<file path="src/rtl/rce_pkg.sv">
package rce_pkg;

    localparam int SYM_W     = 8;
    localparam int OP_W      = 3;
    localparam int RIDX_W    = 3;
    localparam int ALPHA_W   = 9;
    localparam int RCOUNT_W  = 4;
    localparam int TBL_DEPTH = 256;
    localparam int CHAR_W    = 32;
    localparam int STEP_W    = 6;

    typedef enum logic [OP_W-1:0] {
        OP_LOAD_PLUG  = 3'd0,
        OP_LOAD_REFL  = 3'd1,
        OP_LOAD_ROTOR = 3'd2,
        OP_ENCODE     = 3'd3,
        OP_START      = 3'd4
    } op_t;

    typedef enum logic [2:0] {
        RD_NONE,
        RD_PLUG_DATA,
        RD_PLUG_CODE,
        RD_REFL_CODE,
        RD_ROTOR
    } rd_sel_t;

    typedef enum logic [2:0] {
        CODE_HOLD,
        CODE_PLUG,
        CODE_REFL,
        CODE_ROTOR,
        CODE_POS,
        CODE_ZERO
    } code_sel_t;

    typedef enum logic [1:0] {
        MS_OFFSET,
        MS_CODE,
        MS_ENTRY,
        MS_COUNTER
    } mod_src_t;

    typedef enum logic [2:0] {
        J_HOLD,
        J_ZERO,
        J_ONE,
        J_INC,
        J_DEC,
        J_LAST,
        J_RIDX
    } j_op_t;

    typedef enum logic [1:0] {
        POS_HOLD,
        POS_REM,
        POS_CLR,
        POS_INC
    } pos_op_t;

    typedef struct packed {
        logic [OP_W-1:0]   op;
        logic [RIDX_W-1:0] rotor_index;
        logic [SYM_W-1:0]  entry_index;
        logic [SYM_W-1:0]  entry_value;
        logic [SYM_W-1:0]  data_byte;
    } item_t;

    typedef struct packed {
        logic      latch;
        logic      wr_plug;
        logic      wr_refl;
        logic      wr_rotor;
        rd_sel_t   rd;
        code_sel_t code_ld;
        logic      mod_start;
        mod_src_t  mod_src;
        logic      k_ld;
        pos_op_t   pos_op;
        j_op_t     j_op;
        logic      fail_clr;
        logic      fail_set;
        logic      off_inc;
        logic      cnt_one;
        logic      cnt_inc;
        logic      push;
    } cmd_t;

    typedef struct packed {
        logic [OP_W-1:0] op;
        logic            ridx_ok;
        logic            mod_done;
        logic            rem_zero;
        logic            hit;
        logic            scan_last;
        logic            j_last_fwd;
        logic            j_lt_n;
        logic            j_zero;
        logic            out_full;
    } stat_t;

endpackage

</file>
<file path="src/rtl/rce_ctrl.sv">
module rce_ctrl (
    input  logic           clk,
    input  logic           rst_n,
    input  logic           in_valid,
    output logic           in_ready,
    input  rce_pkg::stat_t stat,
    output rce_pkg::cmd_t  cmd
);

    typedef enum logic [24:0] {
        S_IDLE  = 25'd1 << 0,
        S_DISP  = 25'd1 << 1,
        S_LK    = 25'd1 << 2,
        S_LK_W  = 25'd1 << 3,
        S_LP_W  = 25'd1 << 4,
        S_L_WR  = 25'd1 << 5,
        S_PL_W  = 25'd1 << 6,
        S_FK    = 25'd1 << 7,
        S_FK_W  = 25'd1 << 8,
        S_FP_W  = 25'd1 << 9,
        S_F_RD  = 25'd1 << 10,
        S_F_W   = 25'd1 << 11,
        S_R_RD  = 25'd1 << 12,
        S_R_W   = 25'd1 << 13,
        S_BK    = 25'd1 << 14,
        S_BK_W  = 25'd1 << 15,
        S_B_RD  = 25'd1 << 16,
        S_B_CMP = 25'd1 << 17,
        S_P2_RD = 25'd1 << 18,
        S_P2_W  = 25'd1 << 19,
        S_T0    = 25'd1 << 20,
        S_T0_W  = 25'd1 << 21,
        S_TC    = 25'd1 << 22,
        S_TC_W  = 25'd1 << 23,
        S_TK_W  = 25'd1 << 24
    } state_t;

    state_t state_reg;
    state_t state_next;
    logic   next_rotor_back;

    always_ff @(posedge clk or negedge rst_n)
    begin
        if (!rst_n)
        begin
            state_reg <= S_IDLE;
        end
        else
        begin
            state_reg <= state_next;
        end
    end

    always_comb
    begin
        cmd             = '0;
        cmd.rd          = rce_pkg::RD_NONE;
        cmd.code_ld     = rce_pkg::CODE_HOLD;
        cmd.mod_src     = rce_pkg::MS_OFFSET;
        cmd.pos_op      = rce_pkg::POS_HOLD;
        cmd.j_op        = rce_pkg::J_HOLD;
        in_ready        = 1'b0;
        next_rotor_back = 1'b0;
        state_next      = state_reg;

        unique case (state_reg)
            S_IDLE:
            begin
                in_ready  = 1'b1;
                cmd.latch = in_valid;
                if (in_valid)
                begin
                    state_next = S_DISP;
                end
            end
            S_DISP:
            begin
                state_next = S_IDLE;
                unique case (stat.op)
                    rce_pkg::OP_LOAD_PLUG:  cmd.wr_plug = 1'b1;
                    rce_pkg::OP_LOAD_REFL:  cmd.wr_refl = 1'b1;
                    rce_pkg::OP_START:      cmd.cnt_one = 1'b1;
                    rce_pkg::OP_LOAD_ROTOR:
                    begin
                        if (stat.ridx_ok)
                        begin
                            cmd.j_op   = rce_pkg::J_RIDX;
                            state_next = S_LK;
                        end
                    end
                    rce_pkg::OP_ENCODE:
                    begin
                        cmd.rd       = rce_pkg::RD_PLUG_DATA;
                        cmd.fail_clr = 1'b1;
                        cmd.j_op     = rce_pkg::J_ZERO;
                        state_next   = S_PL_W;
                    end
                    default:
                    begin
                        state_next = S_IDLE;
                    end
                endcase
            end
            // Rotor load: reduce the turn count and the position, then write.
            S_LK:
            begin
                cmd.mod_start = 1'b1;
                cmd.mod_src   = rce_pkg::MS_OFFSET;
                state_next    = S_LK_W;
            end
            S_LK_W:
            begin
                if (stat.mod_done)
                begin
                    cmd.k_ld      = 1'b1;
                    cmd.mod_start = 1'b1;
                    cmd.mod_src   = rce_pkg::MS_ENTRY;
                    state_next    = S_LP_W;
                end
            end
            S_LP_W:
            begin
                if (stat.mod_done)
                begin
                    cmd.pos_op = rce_pkg::POS_REM;
                    state_next = S_L_WR;
                end
            end
            S_L_WR:
            begin
                cmd.wr_rotor = 1'b1;
                state_next   = S_IDLE;
            end
            // Forward pass.
            S_PL_W:
            begin
                cmd.code_ld = rce_pkg::CODE_PLUG;
                state_next  = S_FK;
            end
            S_FK:
            begin
                cmd.mod_start = 1'b1;
                cmd.mod_src   = rce_pkg::MS_OFFSET;
                state_next    = S_FK_W;
            end
            S_FK_W:
            begin
                if (stat.mod_done)
                begin
                    cmd.k_ld      = 1'b1;
                    cmd.mod_start = 1'b1;
                    cmd.mod_src   = rce_pkg::MS_CODE;
                    state_next    = S_FP_W;
                end
            end
            S_FP_W:
            begin
                if (stat.mod_done)
                begin
                    cmd.pos_op = rce_pkg::POS_REM;
                    state_next = S_F_RD;
                end
            end
            S_F_RD:
            begin
                cmd.rd     = rce_pkg::RD_ROTOR;
                state_next = S_F_W;
            end
            S_F_W:
            begin
                cmd.code_ld = rce_pkg::CODE_ROTOR;
                if (stat.j_last_fwd)
                begin
                    state_next = S_R_RD;
                end
                else
                begin
                    cmd.j_op   = rce_pkg::J_INC;
                    state_next = S_FK;
                end
            end
            S_R_RD:
            begin
                cmd.rd     = rce_pkg::RD_REFL_CODE;
                cmd.j_op   = rce_pkg::J_LAST;
                state_next = S_R_W;
            end
            S_R_W:
            begin
                cmd.code_ld = rce_pkg::CODE_REFL;
                state_next  = S_BK;
            end
            // Backward pass: scan logical positions from zero for the first match.
            S_BK:
            begin
                cmd.mod_start = 1'b1;
                cmd.mod_src   = rce_pkg::MS_OFFSET;
                state_next    = S_BK_W;
            end
            S_BK_W:
            begin
                if (stat.mod_done)
                begin
                    cmd.k_ld   = 1'b1;
                    cmd.pos_op = rce_pkg::POS_CLR;
                    state_next = S_B_RD;
                end
            end
            S_B_RD:
            begin
                cmd.rd     = rce_pkg::RD_ROTOR;
                state_next = S_B_CMP;
            end
            S_B_CMP:
            begin
                if (stat.hit)
                begin
                    cmd.code_ld     = rce_pkg::CODE_POS;
                    next_rotor_back = 1'b1;
                end
                else if (stat.scan_last)
                begin
                    cmd.code_ld     = rce_pkg::CODE_ZERO;
                    cmd.fail_set    = 1'b1;
                    next_rotor_back = 1'b1;
                end
                else
                begin
                    cmd.pos_op = rce_pkg::POS_INC;
                    state_next = S_B_RD;
                end
                if (next_rotor_back)
                begin
                    if (stat.j_zero)
                    begin
                        state_next = S_P2_RD;
                    end
                    else
                    begin
                        cmd.j_op   = rce_pkg::J_DEC;
                        state_next = S_BK;
                    end
                end
            end
            S_P2_RD:
            begin
                cmd.rd     = rce_pkg::RD_PLUG_CODE;
                state_next = S_P2_W;
            end
            S_P2_W:
            begin
                if (!stat.out_full)
                begin
                    cmd.push   = 1'b1;
                    cmd.j_op   = rce_pkg::J_ZERO;
                    state_next = S_T0;
                end
            end
            // Stepping: rotor 0 always, rotor j on counter multiples of a*j.
            S_T0:
            begin
                cmd.mod_start = 1'b1;
                cmd.mod_src   = rce_pkg::MS_OFFSET;
                state_next    = S_T0_W;
            end
            S_T0_W:
            begin
                if (stat.mod_done)
                begin
                    cmd.off_inc = 1'b1;
                    cmd.j_op    = rce_pkg::J_ONE;
                    state_next  = S_TC;
                end
            end
            S_TC:
            begin
                if (stat.j_lt_n)
                begin
                    cmd.mod_start = 1'b1;
                    cmd.mod_src   = rce_pkg::MS_COUNTER;
                    state_next    = S_TC_W;
                end
                else
                begin
                    cmd.cnt_inc = 1'b1;
                    state_next  = S_IDLE;
                end
            end
            S_TC_W:
            begin
                if (stat.mod_done)
                begin
                    if (stat.rem_zero)
                    begin
                        cmd.mod_start = 1'b1;
                        cmd.mod_src   = rce_pkg::MS_OFFSET;
                        state_next    = S_TK_W;
                    end
                    else
                    begin
                        cmd.j_op   = rce_pkg::J_INC;
                        state_next = S_TC;
                    end
                end
            end
            S_TK_W:
            begin
                if (stat.mod_done)
                begin
                    cmd.off_inc = 1'b1;
                    cmd.j_op    = rce_pkg::J_INC;
                    state_next  = S_TC;
                end
            end
            default:
            begin
                state_next = S_IDLE;
            end
        endcase
    end

endmodule

</file>
<file path="config.mk">
export PLATFORM = sky130hd
export DESIGN_NAME = rce_ctrl
export DESIGN_NICKNAME = d
export VERILOG_FILES = /design/src/rtl/rce_pkg.sv /design/src/rtl/rce_ctrl.sv
export SDC_FILE = /design/constraint.sdc
export NUM_CORES = 1
export LEC_CHECK = 0
export BUFFER_PORTS_ARGS = -buffer_cell sky130_fd_sc_hd__buf_2
export CAP_MARGIN = 40
export CORE_ASPECT_RATIO = 0.7
export CORE_MARGIN = 8
export CORE_UTILIZATION = 58
export DETAILED_ROUTE_END_ITERATION = 10
export PLACE_DENSITY = 0.9
export SYNTH_ARGS = -nofsm -noshare
export SYNTH_HDL_FRONTEND = slang
export SYNTH_SLANG_ARGS = --single-unit
</file>
<file path="constraint.sdc">
create_clock -name clk -period 6.4 [get_ports clk]
set_input_delay 1.28 -clock clk [delete_from_list [all_inputs] [get_ports clk]]
set_output_delay 1.28 -clock clk [all_outputs]
set_load 0.02 [all_outputs]
</file>
Yosys cells after proc, flatten, opt, wreduce, memory -nomap -nowiden
Cells that the tools add are included.
Operators by class
  eq/ne operators: 40
  muxes and demuxes: 68
  reductions and logical operators: 6
Operators with widths (count)
  $pmux 25 s23: 1
  $mux 25: 13
  $pmux 25 s2: 1
  $mux 3: 10
  $eq 25x1->1 const B: 1
  $eq 25x10->1 const B: 1
  $eq 25x11->1 const B: 1
  $eq 25x12->1 const B: 1
  $eq 25x13->1 const B: 1
  $eq 25x14->1 const B: 1
  $eq 25x15->1 const B: 1
  $eq 25x16->1 const B: 1
  $eq 25x17->1 const B: 1
  $eq 25x18->1 const B: 1
  $eq 25x19->1 const B: 1
  $eq 25x2->1 const B: 1
  $eq 25x20->1 const B: 1
  $eq 25x21->1 const B: 1
  $eq 25x22->1 const B: 1
  $eq 25x23->1 const B: 1
  $eq 25x24->1 const B: 1
  $eq 25x25->1 const B: 1
  $eq 25x3->1 const B: 1
  $eq 25x4->1 const B: 1
  other kinds (27): 69
Word-level totals
  register bits after elaboration: 25
  input port bits: 15
  output and inout port bits: 26
  word-level logic and storage cells: 115

Longest topological paths before layout
Gate-level depths: netlist (run 1).
  depth in word-level cells: 5
  gate-level depth with buffers: 10
  gate-level depth less buffers: 9

Worst setup path before layout (run 1)
Ideal clock, no wire load.
  path type: register to output
  start point: register state_reg[4]
  end point: output port cmd[15] in the netlist's numbering
  arrival: 2.372 ns
  required time: 5.120 ns
  slack: 2.748 ns
  stages on the path, launching flop included: 7
  path buffers: 0
  path through: dfrtp_1 nor4_4 nand2_2 nor4_2 nand3_1 nor3b_1 or2_2
RTL lines
  start: declaration: line rce_ctrl.sv:38  | state_t state_reg;
  start signal: assignment: line rce_ctrl.sv:50  | state_reg <= state_next;
  end: declaration: line rce_ctrl.sv:7  | output rce_pkg::cmd_t cmd

==> flow_metrics.tcl, run 1 <==
set metrics [dict create \
    violations "design-rule violations" \
    cts_tree "done" \
    final_area_um2 2010 \
    core_area_um2 2820 \
    power_leakage_nw 1.08 \
    postRouteAntennaNets 0 \
    skew_ps 3.04 \
    setup_tns_ps 0 \
    synthesis.nets 217 \
    synth.top_cell.area_share 0.346 \
    final_nets 258 \
    hp-class "reg2reg" \
    gr-usage-all-layers 0.216 \
    worstMarginPinSlew_ps 617 \
    placed_area_um2 1960 \
    grt_max_degree 26 \
    largest_register_ffs 25 \
    r2r_slack_ps 3520 \
    reg2reg_to "state_reg[14]" \
    postRouteWirelength_um 5120 \
    rsz0062_at_grt "no" \
    yosysTopAreaCell "dfrtp_1" \
    dr.pass1.iters 10 \
    ff2ff_path_depth 6 \
    crit_end "cmd[6]" \
    nFillCells 231 \
    htree_levels 1 \
    crit_fanout 13 \
    fin_ws_ps 1960 \
    synth.distinct_cells 45 \
    die_w_um 81.4 \
    critPathRequiredTime_ps 5120 \
    yosysWarnings 0 \
    drc_errors 1 \
    critPathLaunchType "register" \
    max_freq_mhz 225 \
    antenna_found_initial 0 \
    clockRootBuffer "clkbuf_8" \
    cts_buffers 3 \
    critPathKind "reg2out" \
    hpwlAfterDp_um 3990 \
    port-buffer-count 40 \
    synth.yosys.seq_area_share 0.361 \
    cts.sinks 25 \
    synthToLayoutAreaGrowth_pct 15.8 \
    initial_core_util 0.615 \
    synth_area_um2 1740 \
    antenna_cells 0 \
    io_pins 41 \
    async_flop_share 1.00 \
    clkTransAtPathRegs_ps 90 \
    vias 1743 \
    hold_buffers 0 \
    preCtsSetupSlack_ps 2370 \
    slew_headroom 0.585 \
    grt_pass1_wl_um 8290 \
    wl_per_cell_um 18.4 \
    yosys-top-cells-count "dfrtp_1 (24), nor2_1 (24), nand2_1 (21)" \
    end_kind "output pin" \
    synth_area_leaders "dfrtp_1 (35%), nor2_1 (5.2%), nor4_4 (4.9%)" \
    vdd_ir_drop_max_mv 0.141 \
    clk_latency_ps 270 \
    final_layout_size_suffix_gt1_frac 0.244 \
    period_needed_ps 4440 \
    place_congestion 0.939 \
    slew_violations 0 \
    cts_repair_resize_count 0 \
    p_total_uw 417 \
    ys.flop_type "dfrtp_1" \
    hold_viol 0 \
    setup_viol 0 \
    status "finished, violations left" \
    fin_crit_sh 0.694 \
    design.die.area_um2 5030 \
    grt-ovfl-total 0 \
    r2r_start "state_reg[14]" \
    vias_per_cell 6.27 \
    synth.avg_cell_area_um2 8.59 \
    arrival_ps 3160 \
    power.density_nw_per_um2 208 \
    die_h_um 61.8 \
    crit_path_start "state_reg[14]" \
    maxCapViolCount 0 \
    ys_ff_latch 25 \
    grt_pass1_vias 1637 \
    num_rows 16 \
    cts_buffer_depth 2 \
    syn_inst 202 \
    synth-edff-count 0 \
    cts_setup_buffers 0 \
    drt_iter0_markers 167 \
]
cells by family (layout without fill, tap and decap cells):
group                     Yosys count  count (layout)  synth area share
AOI/OAI and AO/OA                  27              27             0.107
xor gates and xnor gates            3               3            0.0151
buffers and inverters              15              55            0.0339
DFF                                25              25             0.361
and+or+nand+nor                   132             132             0.482
routing by layer:
layer / wire [µm] / track usage
met5: 0 / 0
met4: 74 / 0.0481
met3: 454 / 0.0575
met2: 2270 / 0.322
met1: 2320 / 0.305
worst max-delay path, cell delays in order, from the launching register on:
cell and delay [ps]:
dfrtp_1 410, nor3_1 480, nand4_1 590, nor4_2 500, nand2b_1 210, nor4b_2 350, nor2b_1 80, nand4_1 90
buf_2 180
where the power goes:
part | total, mW | switching [mW] | internal, mW
Combinational | 0.145 | 0.0967 | 0.0482
Sequential | 0.178 | 0.0114 | 0.167
Clock | 0.0941 | 0.0505 | 0.0436
area by class of cell:
cell class	count	area, µm²	area share
clock buffer	3	41.3	0.0205
clock inverter	1	5.00	0.00249
inverter	11	41.3	0.0205
multi-input combinational	162	1050	0.522
sequential	25	627	0.312
tap	36	45.0	0.0224
timing repair buffer	40	200	0.0996
layout by cell type (no fill, tap or decap), drive strengths merged, types with 3 or more instances in the layout:
master | netlist | layout
nand3 | 7 | 7
o211ai | 4 | 4
clkbuf | 2 | 3
nand4b | 5 | 5
nand4 | 6 | 6
nand2 | 22 | 22
nand3b | 7 | 7
nand2b | 7 | 7
or2 | 3 | 3
nor3b | 3 | 3
or3 | 3 | 3
a21o | 6 | 6
dfrtp | 24 | 24
nor4b | 4 | 4
nor3 | 12 | 12
nor2 | 24 | 24
inv | 11 | 11
and2 | 5 | 5
o21ai | 7 | 7
buf | 2 | 40
nor4 | 17 | 17
per-stage QoR:
stage | util | hold WS, ps | instances
after CTS | 0.712 | 536 | 278
after global placement | 0.695 | 531 | 274
after floorplan | - | 490 | 202
after global routing | 0.712 | 594 | 278
after detailed placement | 0.695 | 529 | 274
final | 0.712 | 564 | 278
worst min path at each step:
stage	from	to	slack, ps	depth (start not counted)
final	state_reg[8]	state_reg[10]	560	1
after global routing	state_reg[8]	state_reg[10]	590	1
after CTS	state_reg[8]	state_reg[10]	540	1
after detailed placement	state_reg[8]	state_reg[10]	530	1
after global placement	state_reg[8]	state_reg[10]	530	1
after floorplan	state_reg[8]	state_reg[10]	490	1
No activity file was read; power rests on OpenSTA's default activity.
==> run 2, diff against run 1 <==
--- a/config.mk
+++ b/config.mk
@@ -5,13 +5,14 @@
 export SDC_FILE = /design/constraint.sdc
 export NUM_CORES = 1
 export LEC_CHECK = 0
+export ABC_AREA = 1
 export BUFFER_PORTS_ARGS = -buffer_cell sky130_fd_sc_hd__buf_2
 export CAP_MARGIN = 40
 export CORE_ASPECT_RATIO = 0.7
 export CORE_MARGIN = 8
-export CORE_UTILIZATION = 58
+export CORE_UTILIZATION = 55
 export DETAILED_ROUTE_END_ITERATION = 10
-export PLACE_DENSITY = 0.9
+export PLACE_DENSITY = 0.85
 export SYNTH_ARGS = -nofsm -noshare
 export SYNTH_HDL_FRONTEND = slang
 export SYNTH_SLANG_ARGS = --single-unit
==> constraint.sdc (replaced) <==
create_clock -name clk -period 4.1 [get_ports clk]
set_input_delay 0.82 -clock clk [delete_from_list [all_inputs] [get_ports clk]]
set_output_delay 0.82 -clock clk [all_outputs]
set_load 0.02 [all_outputs]
==> flow_metrics.tcl, run 2 <==
set metrics [dict create \
    postRouteAntennaNets 0 \
    final_area_um2 2200 \
    syn_inst 296 \
    drc_errors 0 \
    ff2ff_path_depth 11 \
    slew_violations 0 \
    yosysTopAreaCell "dfrtp_1" \
    vdd_ir_drop_max_mv 0.237 \
    setup_tns_ps 0 \
    synthToLayoutAreaGrowth_pct 15.5 \
    arrival_ps 2360 \
    hp-class "in2async" \
    clkTransAtPathRegs_ps 90 \
    clk_latency_ps 270 \
    fin_crit_sh 0.776 \
    crit_fanout 13 \
    hpwlAfterDp_um 4340 \
    worstMarginPinSlew_ps 565 \
    power_leakage_nw 1.28 \
    drt_iter0_markers 169 \
    initial_core_util 0.556 \
    yosys-top-cells-count "nand2_1 (67), nor2_1 (64), inv_1 (37)" \
    antenna_cells 0 \
    synth.distinct_cells 31 \
    ys.flop_type "dfrtp_1" \
    maxCapViolCount 0 \
    slew_headroom 0.622 \
    design.die.area_um2 5630 \
    critPathLaunchType "register" \
    async_flop_share 1.00 \
    wl_per_cell_um 13.7 \
    yosysMostFrequentCell "nand2_1" \
    ys_ff_latch 25 \
    gr-usage-all-layers 0.198 \
    reg2reg_to "state_reg[24]" \
    crit_path_start "state_reg[21]" \
    antenna_found_initial 0 \
    synth.yosys.seq_area_share 0.329 \
    grt_pass1_vias 1934 \
    synth-edff-count 0 \
    stdcell_count 388 \
    post-route-util 0.642 \
    period_needed_ps 3180 \
    hold_buffers 0 \
    rsz0062_at_grt "no" \
    yosysWarnings 0 \
    cts_repair_resize_count 0 \
    r2r_start "state_reg[21]" \
    synth.avg_cell_area_um2 6.43 \
    synth_area_um2 1900 \
    io_pins 41 \
    critPathKind "reg2out" \
    setup_viol 0 \
    final_common_cell "nand2_1" \
    cts_buffers 3 \
    power.density_nw_per_um2 312 \
    vias_per_cell 5.28 \
    grt_max_degree 26 \
    cts.sinks 25 \
    postRouteWirelength_um 5320 \
    final_nets 354 \
    nFillCells 329 \
    place_congestion 0.918 \
    status "complete, no violations" \
    cts_buffer_depth 2 \
    port-buffer-count 40 \
    cts_setup_buffers 0 \
    core_area_um2 3420 \
    num_rows 18 \
    end_kind "output pin" \
    synthesis.nets 311 \
    grt-ovfl-total 0 \
    max_freq_mhz 314 \
    final_layout_size_suffix_gt1_frac 0.260 \
    largest_register_ffs 25 \
    hold_viol 0 \
    crit_end "cmd[24]" \
    skew_ps 2.12 \
    die_h_um 65.2 \
    die_w_um 86.3 \
    critPathRequiredTime_ps 3280 \
    dr.pass1.iters 5 \
    htree_levels 1 \
    holdWs_ps 526 \
    grt_pass1_wl_um 8850 \
    cts_tree "done" \
    placed_area_um2 2150 \
    clockRootBuffer "clkbuf_8" \
    place_inst 384 \
    final_cell_mix "nand2_1 (67), nor2_1 (64), buf_2 (40)" \
    synth.top_cell.area_share 0.316 \
    r2r_slack_ps 1970 \
    vias 2048 \
    synth_area_leaders "dfrtp_1 (32%), nand2_1 (13%), nor2_1 (13%)" \
]
[run 2: critical path, stage by stage (launching register included)]
cell     delay [ps]
dfrtp_1         440
nor2_4          160
nand2_4         100
nor3_4          500
nand2_1         270
nand2_1         110
nor2_1           50
nand2_2          90
nand2_4          70
nand2_8         100
nor2_1           40
buf_2           150
[run 2: worst min-delay path by stage]
stage               endpoint  slack (ps)     startpoint  depth (start not counted)
5_1_grt        state_reg[16]         560          rst_n                          1
3_3_place_gp   state_reg[21]         560  state_reg[21]                          2
2_1_floorplan   state_reg[4]         500   state_reg[4]                          2
3_5_place_dp    state_reg[4]         560   state_reg[4]                          2
6_report       state_reg[16]         530          rst_n                          1
4_1_cts         state_reg[6]         540          rst_n                          1
[run 2: cell families (layout without fill, tap and decap cells)]
group           Yosys count  in the layout  share of synthesized area
compound gates           19             19                     0.0631
simple gates            203            203                      0.507
buf+inv                  49             91                      0.101
flops                    25             25                      0.329
[run 2: layout make-up]
type	count	area, µm²	share of cell area
Inverter	47	176	0.0803
Sequential cell	25	627	0.285
Timing Repair Buffer	40	200	0.0911
Tap cell	50	62.6	0.0285
Clock buffer	3	41.3	0.0188
Multi-Input combinational cell	222	1080	0.494
Clock inverter	1	5.00	0.00228
[run 2: power by group]
group / switching [mW] / internal (mW) / total, mW / leakage, nW
Clock: 0.0807 / 0.0682 / 0.149 / 0.0255
Combinational: 0.186 / 0.0796 / 0.266 / 0.909
Sequential: 0.00913 / 0.261 / 0.270 / 0.345
Total: 0.276 / 0.409 / 0.685 / 1.28
[run 2: through the flow]
| stage | power (mW) | setup slack [ps] |
|---|---|---|
| 2_1_floorplan | 0.464 | 1370 |
| 3_3_place_gp | 0.533 | 1340 |
| 3_5_place_dp | 0.536 | 1280 |
| 4_1_cts | 0.682 | 935 |
| 5_1_grt | 0.727 | 637 |
| 6_report | 0.685 | 918 |
[run 2: layer usage]
layer	track usage	up-vias	wire [µm]
met1	0.267	934	2540
met2	0.313	95	2310
met3	0.0436	8	406
met4	0.0513	0	55
met5	0	-	0
li1	-	1011	-
==> run 3, diff against run 2 <==
==> constraint.sdc (replaced) <==
create_clock -name clk -period 3.15 [get_ports clk]
set_input_delay 0.63 -clock clk [delete_from_list [all_inputs] [get_ports clk]]
set_output_delay 0.63 -clock clk [all_outputs]
set_load 0.02 [all_outputs]
==> flow_metrics.tcl, run 3 (synthesized netlist as in run 2, its figures left out) <==
set metrics [dict create \
    status "complete, no violations" \
    final_layout_size_suffix_gt1_frac 0.267 \
    vias 2143 \
    hp-class "in2async" \
    cts_repair_resize_count 0 \
    cts_buffer_depth 2 \
    postRouteAntennaNets 0 \
    worstMarginPinSlew_ps 567 \
    critPathLaunchType "register" \
    final_nets 357 \
    fin_ws_ps 244 \
    crit_fanout 10 \
    clk_latency_ps 280 \
    gr-usage-all-layers 0.208 \
    end_kind "output pin" \
    num_rows 18 \
    p_total_uw 901 \
    dr.pass1.iters 5 \
    clkTransAtPathRegs_ps 90 \
    die_h_um 65.2 \
    final_cell_mix "nand2_1 (67), nor2_1 (64), buf_2 (40)" \
    place_congestion 0.920 \
    wl_per_cell_um 14.2 \
    drt_iter0_markers 169 \
    skew_ps 4.21 \
    period_needed_ps 2910 \
    max_freq_mhz 344 \
    preCtsSetupSlack_ps 487 \
    port-buffer-count 40 \
    io_pins 41 \
    final_common_cell "nand2_1" \
    power_leakage_nw 1.30 \
    antenna_found_initial 0 \
    rsz0062_at_grt "no" \
    critPathRequiredTime_ps 2520 \
    maxCapViolCount 0 \
    cts_buffers 3 \
    postRouteWirelength_um 5560 \
    slew_headroom 0.622 \
    die_w_um 86.3 \
    grt_max_degree 26 \
    design.die.area_um2 5630 \
    grt_pass1_wl_um 9330 \
    place_inst 384 \
    hpwlAfterDp_um 4480 \
    hold_viol 0 \
    core_area_um2 3420 \
    critPathKind "reg2out" \
    slew_violations 0 \
    htree_levels 1 \
    vdd_ir_drop_max_mv 0.375 \
    drc_errors 0 \
    cts_tree "done" \
    vias_per_cell 5.48 \
    clockRootBuffer "clkbuf_8" \
    fin_crit_sh 0.922 \
    cts.sinks 25 \
    antenna_cells 0 \
    setup_viol 0 \
    post-route-util 0.652 \
    stdcell_count 391 \
    largest_register_ffs 25 \
    initial_core_util 0.556 \
    grt_pass1_vias 1990 \
    arrival_ps 2280 \
    power.density_nw_per_um2 404 \
    setup_tns_ps 0 \
    synthToLayoutAreaGrowth_pct 17.3 \
    grt-ovfl-total 0 \
]
-- run 3: changes by cell type in the layout (fill, tap and decap cells not counted), sizes merged --
cell | previous run | this run
buf | 40 | 43
-- run 3: per-layer routing --
layer / track usage / vias to the layer above / wire, µm
met5: 0 / - / 0
met4: 0.0449 / 0 / 76
met3: 0.0610 / 15 / 541
met2: 0.322 / 130 / 2470
met1: 0.280 / 981 / 2480
li1: - / 1017 / -
-- run 3: critical path, cell delays in order (launching register included) --
cell,delay (ps)
dfrtp_1,440
nor2_2,140
nand3_1,150
nor2_2,210
nand2_1,180
nor2_1,230
nand2_1,120
o21ai_1,120
inv_2,90
nand2_8,110
nor2_1,50
buf_2,150
-- run 3: cell type report --
class                   count  area (µm²)
fillers                   321        1190
multi-input cells         222        1080
flip-flops and latches     25         627
repair buffers             43         235
inverters                  47         176
well taps                  50        62.6
clock buffers               3        41.3
clock inverters             1        5.00
-- run 3: worst paths after layout --
check                           endpoint  depth (start not counted)         start  slack [ps]
min reg2reg                 state_reg[0]                          2  state_reg[0]         590
max reg2reg                state_reg[23]                         11  state_reg[3]        1120
min in group clk            state_reg[2]                          2       stat[9]         570
min                        state_reg[24]                          1         rst_n         330
max in group asynchronous   state_reg[0]                          1         rst_n        2430
max                              cmd[24]                         11  state_reg[3]         240
-- run 3: power breakdown --
group | leakage (nW) | internal (mW) | switching (mW)
logic | 0.928 | 0.104 | 0.247
clock network | 0.0255 | 0.0889 | 0.109
registers | 0.345 | 0.340 | 0.0125
total | 1.30 | 0.533 | 0.369
-- run 3: metrics by stage --
| step | area [µm²] | hold WS, ps |
|---|---|---|
| after CTS | 2200 | 356 |
| final | 2230 | 334 |
| after global placement | 2150 | 563 |
| after global routing | 2230 | 374 |
| after detailed placement | 2150 | 573 |
| after floorplan | 1900 | 334 |
-- run 3: timing repair --
| item | 4_1_cts | 5_1_grt |
|---|---|---|
| endpoints found under the setup margin | 0 | 1 |
| hold buffers | 0 | 0 |
| buffers inserted | 0 | 3 |
